$ cat src/hw/rtl/lru_pkg.sv
// Shared types and constants for the LRU table with use counts.
// No dependencies.
package lru_pkg;
  localparam int Capacity  = 16;
  localparam int SlotBits  = 4;
  localparam int KeyBits   = 32;
  localparam int CountBits = 8;
  localparam int OccBits   = 5;
  localparam logic [CountBits-1:0] CountMax = '1;

  localparam logic [1:0] OP_LOCATE = 2'd0;
  localparam logic [1:0] OP_FINISH = 2'd1;
  localparam logic [1:0] OP_DEACT  = 2'd2;
  localparam logic [1:0] OP_UNUSED = 2'd3;

  localparam logic [1:0] KIND_LOCATE = 2'd0;
  localparam logic [1:0] KIND_EVICT  = 2'd1;
  localparam logic [1:0] KIND_NONE   = 2'd2;

  typedef enum logic [3:0] {
    ST_IDLE, ST_LSCAN, ST_LUPD, ST_LRES, ST_FRD, ST_FWR,
    ST_ESCAN, ST_EDO, ST_OUT
  } state_t;
endpackage

$ cat src/hw/rtl/lru_evictor_with_pin_counts.sv
// LRU table of keyed entries with use counts: top level.
// Depends on lru_pkg and lru_ram (entry keys and recency ranks).
//
// Usage:
//   s_axis: tdata = {handle, create_ok, key, op} from bit 0, one request
//   per transaction. m_axis: tdata = {evicted_key, slot, granted, found}
//   from bit 0, tuser = kind, tlast marks the final result of a request.
//   cfg_we/cfg_wdata writes size_limit (reset 16); the user must write it
//   only while idle, as the block does not enforce it. One request at a
//   time. A scan pass reads the key/rank memories once per slot. A locate
//   answer follows a search pass, a rank update pass and a result state. A
//   finish request decrements the handle's use count, then runs a scan and
//   decision pass; if nothing is evicted its one result is the empty
//   answer, otherwise each eviction costs one more scan and decision pass.
//   Deactivate skips the count update. s_axis_tready rises once the final
//   result is taken and the output state is left. Each result waits in an
//   output register; a stalled receiver halts the block until the result
//   is taken. Reset empties the table at once (valid bits and use counts
//   in flops); key and rank memories need no clearing.
module lru_evictor_with_pin_counts (
  input  logic        clk,
  input  logic        rst,
  input  logic        s_axis_tvalid,
  output logic        s_axis_tready,
  input  logic [39:0] s_axis_tdata,  // op[1:0], key[33:2], create_ok[34], handle[38:35]
  output logic        m_axis_tvalid,
  input  logic        m_axis_tready,
  output logic [39:0] m_axis_tdata,  // found[0], granted[1], slot[5:2], evicted_key[37:6]
  output logic [1:0]  m_axis_tuser,  // kind[1:0]
  output logic        m_axis_tlast,
  input  logic        cfg_we,
  input  logic [4:0]  cfg_wdata
);
  localparam int SB = lru_pkg::SlotBits;
  localparam int KB = lru_pkg::KeyBits;
  localparam int CB = lru_pkg::CountBits;
  localparam int OB = lru_pkg::OccBits;

  lru_pkg::state_t state, state_next;

  logic [lru_pkg::Capacity-1:0] valid;
  logic [CB-1:0] cnt [lru_pkg::Capacity];
  logic [OB-1:0] occ, limit;
  logic deact;

  logic [KB-1:0] key;
  logic create_ok;
  logic [SB-1:0] handle;

  // scan: addr issued, pipe tracks which slot the read data belongs to
  logic [OB-1:0] scan;
  logic          rd_vld;
  logic [SB-1:0] rd_slot;
  logic          hit;
  logic [SB-1:0] hit_slot;
  logic [SB-1:0] hit_rank;
  logic [OB-1:0] tries;
  logic [SB-1:0] tail;
  logic          tail_ok;
  logic          nev;
  logic [KB-1:0] k_rdata_tail;
  logic [SB-1:0] hold_slot;
  logic [KB-1:0] hold_key;

  // memories
  logic          k_we, r_we;
  logic [SB-1:0] k_waddr, r_waddr, raddr;
  logic [KB-1:0] k_wdata, k_rdata;
  logic [SB-1:0] r_wdata, r_rdata;

  lru_ram #(.Width(KB), .Depth(lru_pkg::Capacity)) u_keys (
    .clk, .we(k_we), .waddr(k_waddr), .wdata(k_wdata), .raddr, .rdata(k_rdata));
  lru_ram #(.Width(SB), .Depth(lru_pkg::Capacity)) u_rank (
    .clk, .we(r_we), .waddr(r_waddr), .wdata(r_wdata), .raddr, .rdata(r_rdata));

  // free slot: lowest invalid index
  logic          free_ok;
  logic [SB-1:0] free_slot;
  always_comb begin
    free_ok = 1'b0;
    free_slot = '0;
    for (int i = lru_pkg::Capacity - 1; i >= 0; i--)
      if (!valid[i]) begin
        free_ok = 1'b1;
        free_slot = SB'(i);
      end
  end

  logic [OB-1:0] eff_limit;
  assign eff_limit = deact ? '0 : limit;

  assign raddr = scan[SB-1:0];
  assign s_axis_tready = (state == lru_pkg::ST_IDLE);
  logic scan_end;
  assign scan_end = (scan == OB'(lru_pkg::Capacity));
  logic scan_run;
  assign scan_run = (state == lru_pkg::ST_LSCAN || state == lru_pkg::ST_LUPD ||
                     state == lru_pkg::ST_ESCAN) && !scan_end;

  // output register
  logic out_busy;
  logic out_free;
  assign m_axis_tvalid = out_busy;
  assign out_free = !out_busy || m_axis_tready;

  // eviction decision at end of tail scan; a held eviction goes out once the next is known
  logic evict_now;
  logic edo_emit;
  logic edo_go;
  logic out_load;
  assign evict_now = (tries != '0) && (occ != '0) && tail_ok && (cnt[tail] == '0);
  assign edo_emit = nev || !evict_now;
  assign edo_go = !edo_emit || out_free;
  assign out_load = (state == lru_pkg::ST_LRES) ||
                    (state == lru_pkg::ST_EDO && edo_emit && out_free);

  // next state
  always_comb begin
    state_next = state;
    unique case (state)
      lru_pkg::ST_IDLE:
        if (s_axis_tvalid) begin
          unique case (s_axis_tdata[1:0])
            lru_pkg::OP_LOCATE: state_next = lru_pkg::ST_LSCAN;
            lru_pkg::OP_FINISH: state_next = lru_pkg::ST_FRD;
            lru_pkg::OP_DEACT:  state_next = lru_pkg::ST_ESCAN;
            default:            state_next = lru_pkg::ST_IDLE;
          endcase
        end
      lru_pkg::ST_LSCAN: if (!rd_vld && scan_end) state_next = lru_pkg::ST_LUPD;
      lru_pkg::ST_LUPD:  if (!rd_vld && scan_end) state_next = lru_pkg::ST_LRES;
      lru_pkg::ST_LRES:  state_next = lru_pkg::ST_OUT;
      lru_pkg::ST_FRD:   state_next = lru_pkg::ST_FWR;
      lru_pkg::ST_FWR:   state_next = lru_pkg::ST_ESCAN;
      lru_pkg::ST_ESCAN: if (!rd_vld && scan_end) state_next = lru_pkg::ST_EDO;
      lru_pkg::ST_EDO:
        if (edo_go) state_next = evict_now ? lru_pkg::ST_ESCAN : lru_pkg::ST_OUT;
      lru_pkg::ST_OUT:   if (!out_busy) state_next = lru_pkg::ST_IDLE;
      default:           state_next = lru_pkg::ST_IDLE;
    endcase
  end

  always_ff @(posedge clk) begin
    if (rst) state <= lru_pkg::ST_IDLE;
    else state <= state_next;
  end

  // rank memory write: update pass of locate
  logic [SB-1:0] new_rank;
  always_comb begin
    new_rank = r_rdata;
    if (hit) begin
      if (rd_slot == hit_slot) new_rank = '0;
      else if (r_rdata < hit_rank) new_rank = r_rdata + 1'b1;
    end else begin
      if (rd_slot == free_slot) new_rank = '0;
      else new_rank = r_rdata + 1'b1;
    end
  end
  logic do_create;
  assign do_create = !hit && create_ok && free_ok;
  always_comb begin
    r_we = 1'b0;
    r_waddr = rd_slot;
    r_wdata = new_rank;
    if (state == lru_pkg::ST_LUPD && rd_vld && (hit || do_create)) begin
      if (valid[rd_slot] || (!hit && rd_slot == free_slot)) r_we = 1'b1;
    end
    k_we = (state == lru_pkg::ST_LRES) && do_create;
    k_waddr = free_slot;
    k_wdata = key;
  end

  // datapath
  always_ff @(posedge clk) begin
    if (rst) begin
      valid <= '0;
      for (int i = 0; i < lru_pkg::Capacity; i++) cnt[i] <= '0;
      occ <= '0;
      deact <= 1'b0;
      limit <= OB'(lru_pkg::Capacity);
      out_busy <= 1'b0;
      rd_vld <= 1'b0;
      scan <= '0;
    end else begin
      if (cfg_we) limit <= cfg_wdata;
      // hold the result until the receiver takes it
      if (out_load) out_busy <= 1'b1;
      else if (m_axis_tready) out_busy <= 1'b0;
      // scan pipeline
      rd_vld <= scan_run;
      if (scan_run) begin
        rd_slot <= scan[SB-1:0];
        scan <= scan + 1'b1;
      end
      unique case (state)
        lru_pkg::ST_IDLE: begin
          scan <= '0;
          hit <= 1'b0;
          tail_ok <= 1'b0;
          nev <= 1'b0;
          if (s_axis_tvalid) begin
            key <= s_axis_tdata[33:2];
            create_ok <= s_axis_tdata[34];
            handle <= s_axis_tdata[38:35];
            if (s_axis_tdata[1:0] == lru_pkg::OP_DEACT) begin
              deact <= 1'b1;
              tries <= (occ > '0) ? occ : '0;
            end
          end
        end
        lru_pkg::ST_LSCAN: begin
          if (rd_vld && valid[rd_slot] && k_rdata == key) begin
            hit <= 1'b1;
            hit_slot <= rd_slot;
            hit_rank <= r_rdata;
          end
          if (!rd_vld && scan_end) scan <= '0;
        end
        lru_pkg::ST_LUPD: ;
        lru_pkg::ST_LRES: begin
          m_axis_tuser <= lru_pkg::KIND_LOCATE;
          m_axis_tlast <= 1'b1;
          if (hit) begin
            if (cnt[hit_slot] != lru_pkg::CountMax) cnt[hit_slot] <= cnt[hit_slot] + 1'b1;
            m_axis_tdata <= {34'd0, hit_slot, 2'b11};
          end else if (do_create) begin
            valid[free_slot] <= 1'b1;
            cnt[free_slot] <= CB'(1);
            occ <= occ + 1'b1;
            m_axis_tdata <= {34'd0, free_slot, 2'b10};
          end else begin
            m_axis_tdata <= '0;
          end
        end
        lru_pkg::ST_FRD: begin
          if (valid[handle] && cnt[handle] != '0) cnt[handle] <= cnt[handle] - 1'b1;
        end
        lru_pkg::ST_FWR: begin
          tries <= (occ > eff_limit) ? occ - eff_limit : '0;
          scan <= '0;
        end
        lru_pkg::ST_ESCAN: begin
          if (rd_vld && valid[rd_slot] && {1'b0, r_rdata} == occ - 1'b1) begin
            tail_ok <= 1'b1;
            tail <= rd_slot;
          end
        end
        lru_pkg::ST_EDO: begin
          if (edo_go) begin
            // drop the tail entry, hold its result and rescan for the next tail
            if (evict_now) begin
              valid[tail] <= 1'b0;
              occ <= occ - 1'b1;
              tries <= tries - 1'b1;
              nev <= 1'b1;
              hold_slot <= tail;
              hold_key <= k_rdata_tail;
              scan <= '0;
              tail_ok <= 1'b0;
            end
            // send the held eviction, or the empty answer
            if (edo_emit) begin
              m_axis_tuser <= nev ? lru_pkg::KIND_EVICT : lru_pkg::KIND_NONE;
              m_axis_tdata <= nev ? {2'b00, hold_key, hold_slot, 2'b00} : '0;
              m_axis_tlast <= !evict_now;
            end
          end
        end
        lru_pkg::ST_OUT: ;
        default: ;
      endcase
    end
  end

  // hold the key of the tail candidate seen during the scan
  always_ff @(posedge clk) begin
    if (state == lru_pkg::ST_ESCAN && rd_vld && valid[rd_slot] &&
        {1'b0, r_rdata} == occ - 1'b1)
      k_rdata_tail <= k_rdata;
  end
endmodule

$ cat src/hw/rtl/lru_ram.sv
// Generic single-port-write, single-read RAM with registered read.
// No dependencies.
module lru_ram #(
  parameter int Width = 8,
  parameter int Depth = 16
) (
  input  logic                     clk,
  input  logic                     we,
  input  logic [$clog2(Depth)-1:0] waddr,
  input  logic [Width-1:0]         wdata,
  input  logic [$clog2(Depth)-1:0] raddr,
  output logic [Width-1:0]         rdata
);
  logic [Width-1:0] mem [Depth];

  // Write and registered read
  always_ff @(posedge clk) begin
    if (we) mem[waddr] <= wdata;
    rdata <= mem[raddr];
  end
endmodule

$ cat config.mk
export PLATFORM = sky130hd
export DESIGN_NAME = lru_evictor_with_pin_counts
export DESIGN_NICKNAME = d
export VERILOG_FILES = /design/src/hw/rtl/lru_pkg.sv /design/src/hw/rtl/lru_evictor_with_pin_counts.sv /design/src/hw/rtl/lru_ram.sv
export SDC_FILE = /design/constraint.sdc
export NUM_CORES = 1
export LEC_CHECK = 0
export BUFFER_PORTS_ARGS = -buffer_cell sky130_fd_sc_hd__buf_2
export CAP_MARGIN = 20
export CORE_UTILIZATION = 62
export DETAILED_ROUTE_END_ITERATION = 6
export GPL_ROUTABILITY_DRIVEN = 0
export PLACE_DENSITY = 0.79
export SLEW_MARGIN = 40
export SYNTH_ARGS = -nofsm -noshare
export SYNTH_HDL_FRONTEND = slang
export SYNTH_SLANG_ARGS = --single-unit
$ cat constraint.sdc
create_clock -name clk -period 6.4 [get_ports clk]
set_input_delay 1.28 -clock clk [delete_from_list [all_inputs] [get_ports clk]]
set_output_delay 1.28 -clock clk [all_outputs]
set_load 0.1 [all_outputs]
Yosys cells after proc, flatten, opt, wreduce, memory -nomap -nowiden
Memories as Yosys holds them, arrays and structs flattened. A register that Yosys moved wholly into a read port is not among the register bits.
Cells that the tools add are included.
Widths: inputs -> output; s select.
{ "word_totals": {"ram_bits": 704, "latchBits": 0, "reg_bits": 210, "input_bits": 50, "mem_count": 3, "out_inout_bits": 45, "rom_bits": 0} }
{ "memory_table": {"columns": ["memory", "depth", "width", "read_ports", "rd_ports_with_merged_regs", "wr", "line_no", "rtl"], "rows": [
  ["u_keys.mem", 16, 32, 1, 1, 1, "lru_ram.sv:14", "logic [Width-1:0] mem [Depth];"],
  ["cnt", 16, 8, 3, 3, 16, "lru_evictor_with_pin_counts.sv:42", "logic [CB-1:0] cnt [lru_pkg::Capacity];"],
  ["u_rank.mem", 16, 4, 1, 1, 1, "lru_ram.sv:14", null]
]} }
{ "op_classes": {"n_div": 0, "n_addsub": 8, "mux": 134, "n_reduce_logical": 65, "bitwise": 4, "n_mul": 0, "n_eq_ne": 29, "shift": 0, "n_lt_le_gt_ge": 9} }
{ "ops": {"columns": ["operator", "n"], "rows": [
  ["$mux 4", 33],
  ["$mux 40", 2],
  ["$pmux 40 s2", 1],
  ["$mux 5", 15],
  ["$mux 16", 4],
  ["$mux 1", 55],
  ["$mux 38", 1],
  ["$pmux 4 s9", 1],
  ["$eq 32x32->1", 1],
  ["$pmux 16 s2", 1],
  ["$pmux 5 s3", 2],
  ["$mux 8", 3],
  ["$reduce_or 8->1", 3],
  ["$logic_and 1x1->1", 22],
  ["$lt 4x5->1 const B", 4],
  ["$ne 2x2->1 const B", 9],
  ["$and 16x16->16", 1],
  ["$eq 4x3->1 const B", 4],
  ["$not 16->16", 1],
  ["$or 16x16->16", 1],
  ["$reduce_and 3->1", 5],
  ["$mux 6", 2],
  ["$reduce_and 4->1", 3],
  ["$reduce_and 6->1", 2],
  ["other kinds (41)", 73]
]} }

Longest topological paths before layout
{ "depth": {"depth_word": 25, "depth_mapped": 15, "mapped_depth_nobuf": 10} }

Cells and area by module
From an unflattened synthesis, not the netlist that was laid out.
{ "unflattened": {"hier_cells": 2288, "area_unflattened_um2": 39560.4} }
{ "modules_own_cells": {"columns": ["module", "instances", "cells_each", "seq_area_each_um2", "area_each_um2"], "rows": [
  ["lru_ram at u_keys", 1, 838, 16015.4, 19835.3],
  ["lru_evictor_with_pin_counts", 1, 1320, 9949.5, 17058.9],
  ["lru_ram at u_rank", 1, 130, 2001.9, 2666.3]
]} }

Worst setup path before layout
No wires, ideal clock.
{ "synth_timing": {"path_kind": "reg-to-reg", "startpoint": "memory cnt[15][0] (netlist bit)", "endpoint": "register hold_key[0] (enable)", "path_stages_with_launch": 9, "arrival_time_ns": 4.807, "n_path_buf": 1, "synth_period_minus_slack_ns": 5.291, "setup_slack_ns": 1.109, "setup_time_ns": 0.484, "path_cell_list": "edfxtp_1 -> nor4_1 -> nand2_1 -> mux4_2 -> mux2_2 -> a21oi_1 -> nand3_1 -> clkbuf_1 -> a211oi_1"} }
{ "synth_rtl": {"columns": ["element", "line_no", "rtl"], "rows": [
  ["from (decl)", "lru_evictor_with_pin_counts.sv:42", null],
  ["to (signal assigned)", "lru_evictor_with_pin_counts.sv:258", "hold_key <= k_rdata_tail;"],
  ["to (decl)", "lru_evictor_with_pin_counts.sv:63", "logic [KB-1:0] hold_key;"]
]} }

==> metrics.md <==
| Metric | Value |
|---|---|
| Core box area | 63500 µm² |
| Total count of hold-check failures in the final report | 0 |
| Maximum fanout along the worst path | 28 |
| Antenna violations before repair | 0 |
| Aggregate global routing overflow | 0 |
| Status | finished, final reports clean |
| Synthesized area | approximately 40000 µm² |
| Post-synthesis cell type count | 75 |
| Maximum VDD drop | between 0.2 and 0.3 mV |
| Mean area per synthesized cell | 17.9 µm² |
| H-Tree Level Count | 3 |
| Setup slack after layout | roughly 1.6 ns |
| Reported max-cap violation count | 0 |
| Total vias in the final route | between 20000 and 25000 |
| Setup repair after global routing missed its margin | false |
| Mean routed wirelength per cell | between 30 and 40 µm |
| Sort of element at the end of the critical path | flop |
| Largest net degree at the start of global routing | 82 |
| Dominant cells by area after synthesis | sky130_fd_sc_hd__edfxtp_1, sky130_fd_sc_hd__mux4_2, sky130_fd_sc_hd__dfxtp_1 |
| Deepest clock path buffer count | 3 |
| Post-synth top flop | sky130_fd_sc_hd__edfxtp_1 |
| Clock skew after layout | between 0.02 and 0.025 ns |
| Via count of the first global-routing pass | 23300 |
| Area used by multi-input combinational logic | 11500 µm² |
| Final-report max-slew violation count | 0 |
| Post-CTS setup buffers | 0 |
| Normalized max-slew margin | between 40% and 50% |
| Cell at the root of the clock tree | sky130_fd_sc_hd__clkbuf_16 |
| First-pass GRT wire length | approximately 150000 µm |
| Achievable Freq | ~210 MHz |
| Hold_buf cts | 0 |
| Growth of design area from synthesis to finish | 12.5% |
| Initial DRC Count | ~3500 |
| Half-perimeter wire length after detailed placement | approximately 61000 µm |
| Count of boundary I/O pins | 95 |
| TritonCTS clock tree | built |
| Number of synthesized flops with an enable pin | 874 |
| Width of the die | between 200 and 300 µm |
| Syn. warnings | 0 |
| Sequential cell area | between 20000 and 30000 µm² |
| Cell area power density | about 330 nW/µm² |
| Share of flip-flops with an asynchronous set or reset | 0% |
| Post-CTS clock slew at the launch and capture registers of the worst setup and hold paths | roughly 0.070 ns |
| Kind of critical path | flop to flop |
| Setup WS pre-CTS | 1.43 ns |
| Nets@finish | around 2400 |
| Final cell area excluding filler cells | between 40000 and 50000 µm² |
| First-pass iteration count of the detailed router | 6 |
| Flop and latch count out of synthesis | 960 |
| Die footprint | around 66000 µm² |
| Leading area contributor after synthesis | sky130_fd_sc_hd__edfxtp_1 |
| Critical path startpoint category | flop |
| Fin crit share | between 70% and 80% |
| Final count of negative-setup-slack endpoints | 0 |
| Number of placement rows | between 90 and 100 |
| Required time of the critical path | ~6.7 ns |
| Source-to-sink clock delay at the later pin of the worst-skew pair | roughly 0.65 ns |
| Worst hold path type | flop to flop |
| Port buffer count | 91 |
| Layout filler cell count | 3657 |
| Clock sink count | between 900 and 1000 |
| Leading cell type in the layout, fill and taps excluded | sky130_fd_sc_hd__edfxtp_1 |
| Per-cell via count in the routed design | between 7 and 8 |
| Global Route Usage Sum | 31.4% |
| Measured slew at the worst slew-check pin | 0.875 ns |
| Hold path start | k_rdata_tail[14]$_DFFE_PP_ |
| Post-route antenna net violation count | 0 |
| Drt drc | 0 |
| Post-Syn Instances | 2243 |
| Commonest cells after routing, fill and taps aside | sky130_fd_sc_hd__edfxtp_1, sky130_fd_sc_hd__mux4_2, sky130_fd_sc_hd__nor3_1 |
| Post-Place Cell Area | 41900 µm² |
| Leakage dissipation | 14.4 nW |
| Die H | 257 µm |
| Yosys top cell area share | approximately two thirds |
| Final Critical Period | 4.83 ns |
| Worst endpoint data arrival time | 5.10 ns |
| Total power consumption of the routed design | 15.0 mW |
| TritonCTS Buffers | between 90 and 100 |
| Routed wire length | between 100000 and 150000 µm |
| Share of layout cells above drive strength 1 | a little over a quarter |
| Initial standard-cell utilization of the core | between 60 and 70% |
| Setup TNS after final layout | 0 ns |
| Resized Gates After CTS | 0 |
| Share of the yosys chip area belonging to registers | just under 70% |
[cell families (layout without fill, tap and decap cells)]
kind of cell | count (synthesis) | in the layout | synth area share, %
muxes | 294 | 294 | 15.3
AOI/OAI and AO/OA | 205 | 205 | 3.56
xor gates and xnor gates | 64 | 64 | 1.40
buffers and inverters | 175 | 379 | 2.14
other | 1 | 3 | 0.00934
adders and majority gates | 21 | 21 | 0.673
DFF | 960 | 960 | 69.6
and+or+nand+nor | 523 | 523 | 7.30
[area by class of cell]
cell class                      count  area share (%)
Timing Repair Buffer              164            2.80
Inverter                           41           0.346
Clock inverter                     45            1.27
Clock buffer                      129            5.79
Tap cell                          846            2.34
Antenna cell                        1         0.00554
Multi-Input combinational cell   1109            25.5
Sequential cell                   960            61.9
[routing by layer]
layer,track usage [%],vias up,share of wire [%]
met4,11.8,0,3.9
li1,-,9392,-
met1,42.6,11800,35
met3,5.98,298,11
met2,51.1,1804,49
met5,0,-,0
[cells in the mapped netlist (all sizes together) (4+ instances only)]
| master | instances |
|---|---|
| edfxtp | 874 |
| mux4 | 254 |
| nor3 | 146 |
| dfxtp | 86 |
| nor2 | 83 |
| nand2 | 81 |
| buf | 75 |
| clkbuf | 59 |
| o21ai | 55 |
| xnor2 | 50 |
| and3 | 42 |
| nor4 | 40 |
| inv | 39 |
| nand3 | 33 |
| a21oi | 30 |
| mux2i | 29 |
| nand2b | 22 |
| nand4 | 22 |
| a22oi | 20 |
| ha | 20 |
| xor2 | 14 |
| nor2b | 13 |
| a21o | 12 |
| mux2 | 11 |
| and2 | 9 |
| a211o | 8 |
| a221oi | 8 |
| or4 | 8 |
| a211oi | 7 |
| a31oi | 7 |
| o32ai | 7 |
| or3 | 7 |
| and4 | 5 |
| o41a | 5 |
| or2 | 5 |
| a2111oi | 4 |
| a221o | 4 |
| a22o | 4 |
| nand3b | 4 |
| o21a | 4 |
| o31ai | 4 |
| o41ai | 4 |
[worst paths after layout]
kind,end,slack (ns),cells after the start
worst max-delay path,cnt[14][6]$_SDFFCE_PN0P_,1.57,10
worst min-delay path,hold_key[14]$_DFFE_PP_,0.42,0
worst max register to register,cnt[14][6]$_SDFFCE_PN0P_,1.57,10
worst min register to register,hold_key[14]$_DFFE_PP_,0.42,0
[per-stage QoR]
step           utilization (%)  cells  hold WS, ns
2_1_floorplan                -   2244        0.400
3_3_place_gp              65.5   3106        0.402
3_5_place_dp              66.0   3117        0.405
4_1_cts                   71.0   3291        0.419
5_1_grt                   71.1   3294        0.419
6_report                  71.1   3295        0.415
[worst max-delay path, cell delays in order (launching register included)]
cell	delay (ns)
sky130_fd_sc_hd__dfxtp_4	0.69
sky130_fd_sc_hd__mux4_2	0.66
sky130_fd_sc_hd__mux4_2	0.49
sky130_fd_sc_hd__inv_1	0.15
sky130_fd_sc_hd__ha_1	0.15
sky130_fd_sc_hd__and3_1	0.23
sky130_fd_sc_hd__a22o_1	0.45
sky130_fd_sc_hd__o21ai_0	0.21
sky130_fd_sc_hd__a211o_1	0.48
sky130_fd_sc_hd__buf_4	0.31
sky130_fd_sc_hd__o21ai_1	0.61
[flip-flops by register name (all words and copies together) (netlist names), 16 cells and up, named ones only]
register / flops
k_wdata: 32
u_keys.mem: 512
k_rdata_tail: 32
u_rank.mem: 64
u_keys.rdata: 32
m_axis_tdata: 38
valid: 16
cnt: 128
hold_key: 32
[where the power goes]
part | total (mW) | leakage, nW | internal, mW | switching, mW
clock | 5.72 | 1.54 | 3.36 | 2.36
sequential | 7.51 | 8.77 | 7.14 | 0.366
combinational | 1.81 | 4.12 | 0.767 | 1.04
(Power assumes the default switching activity.)
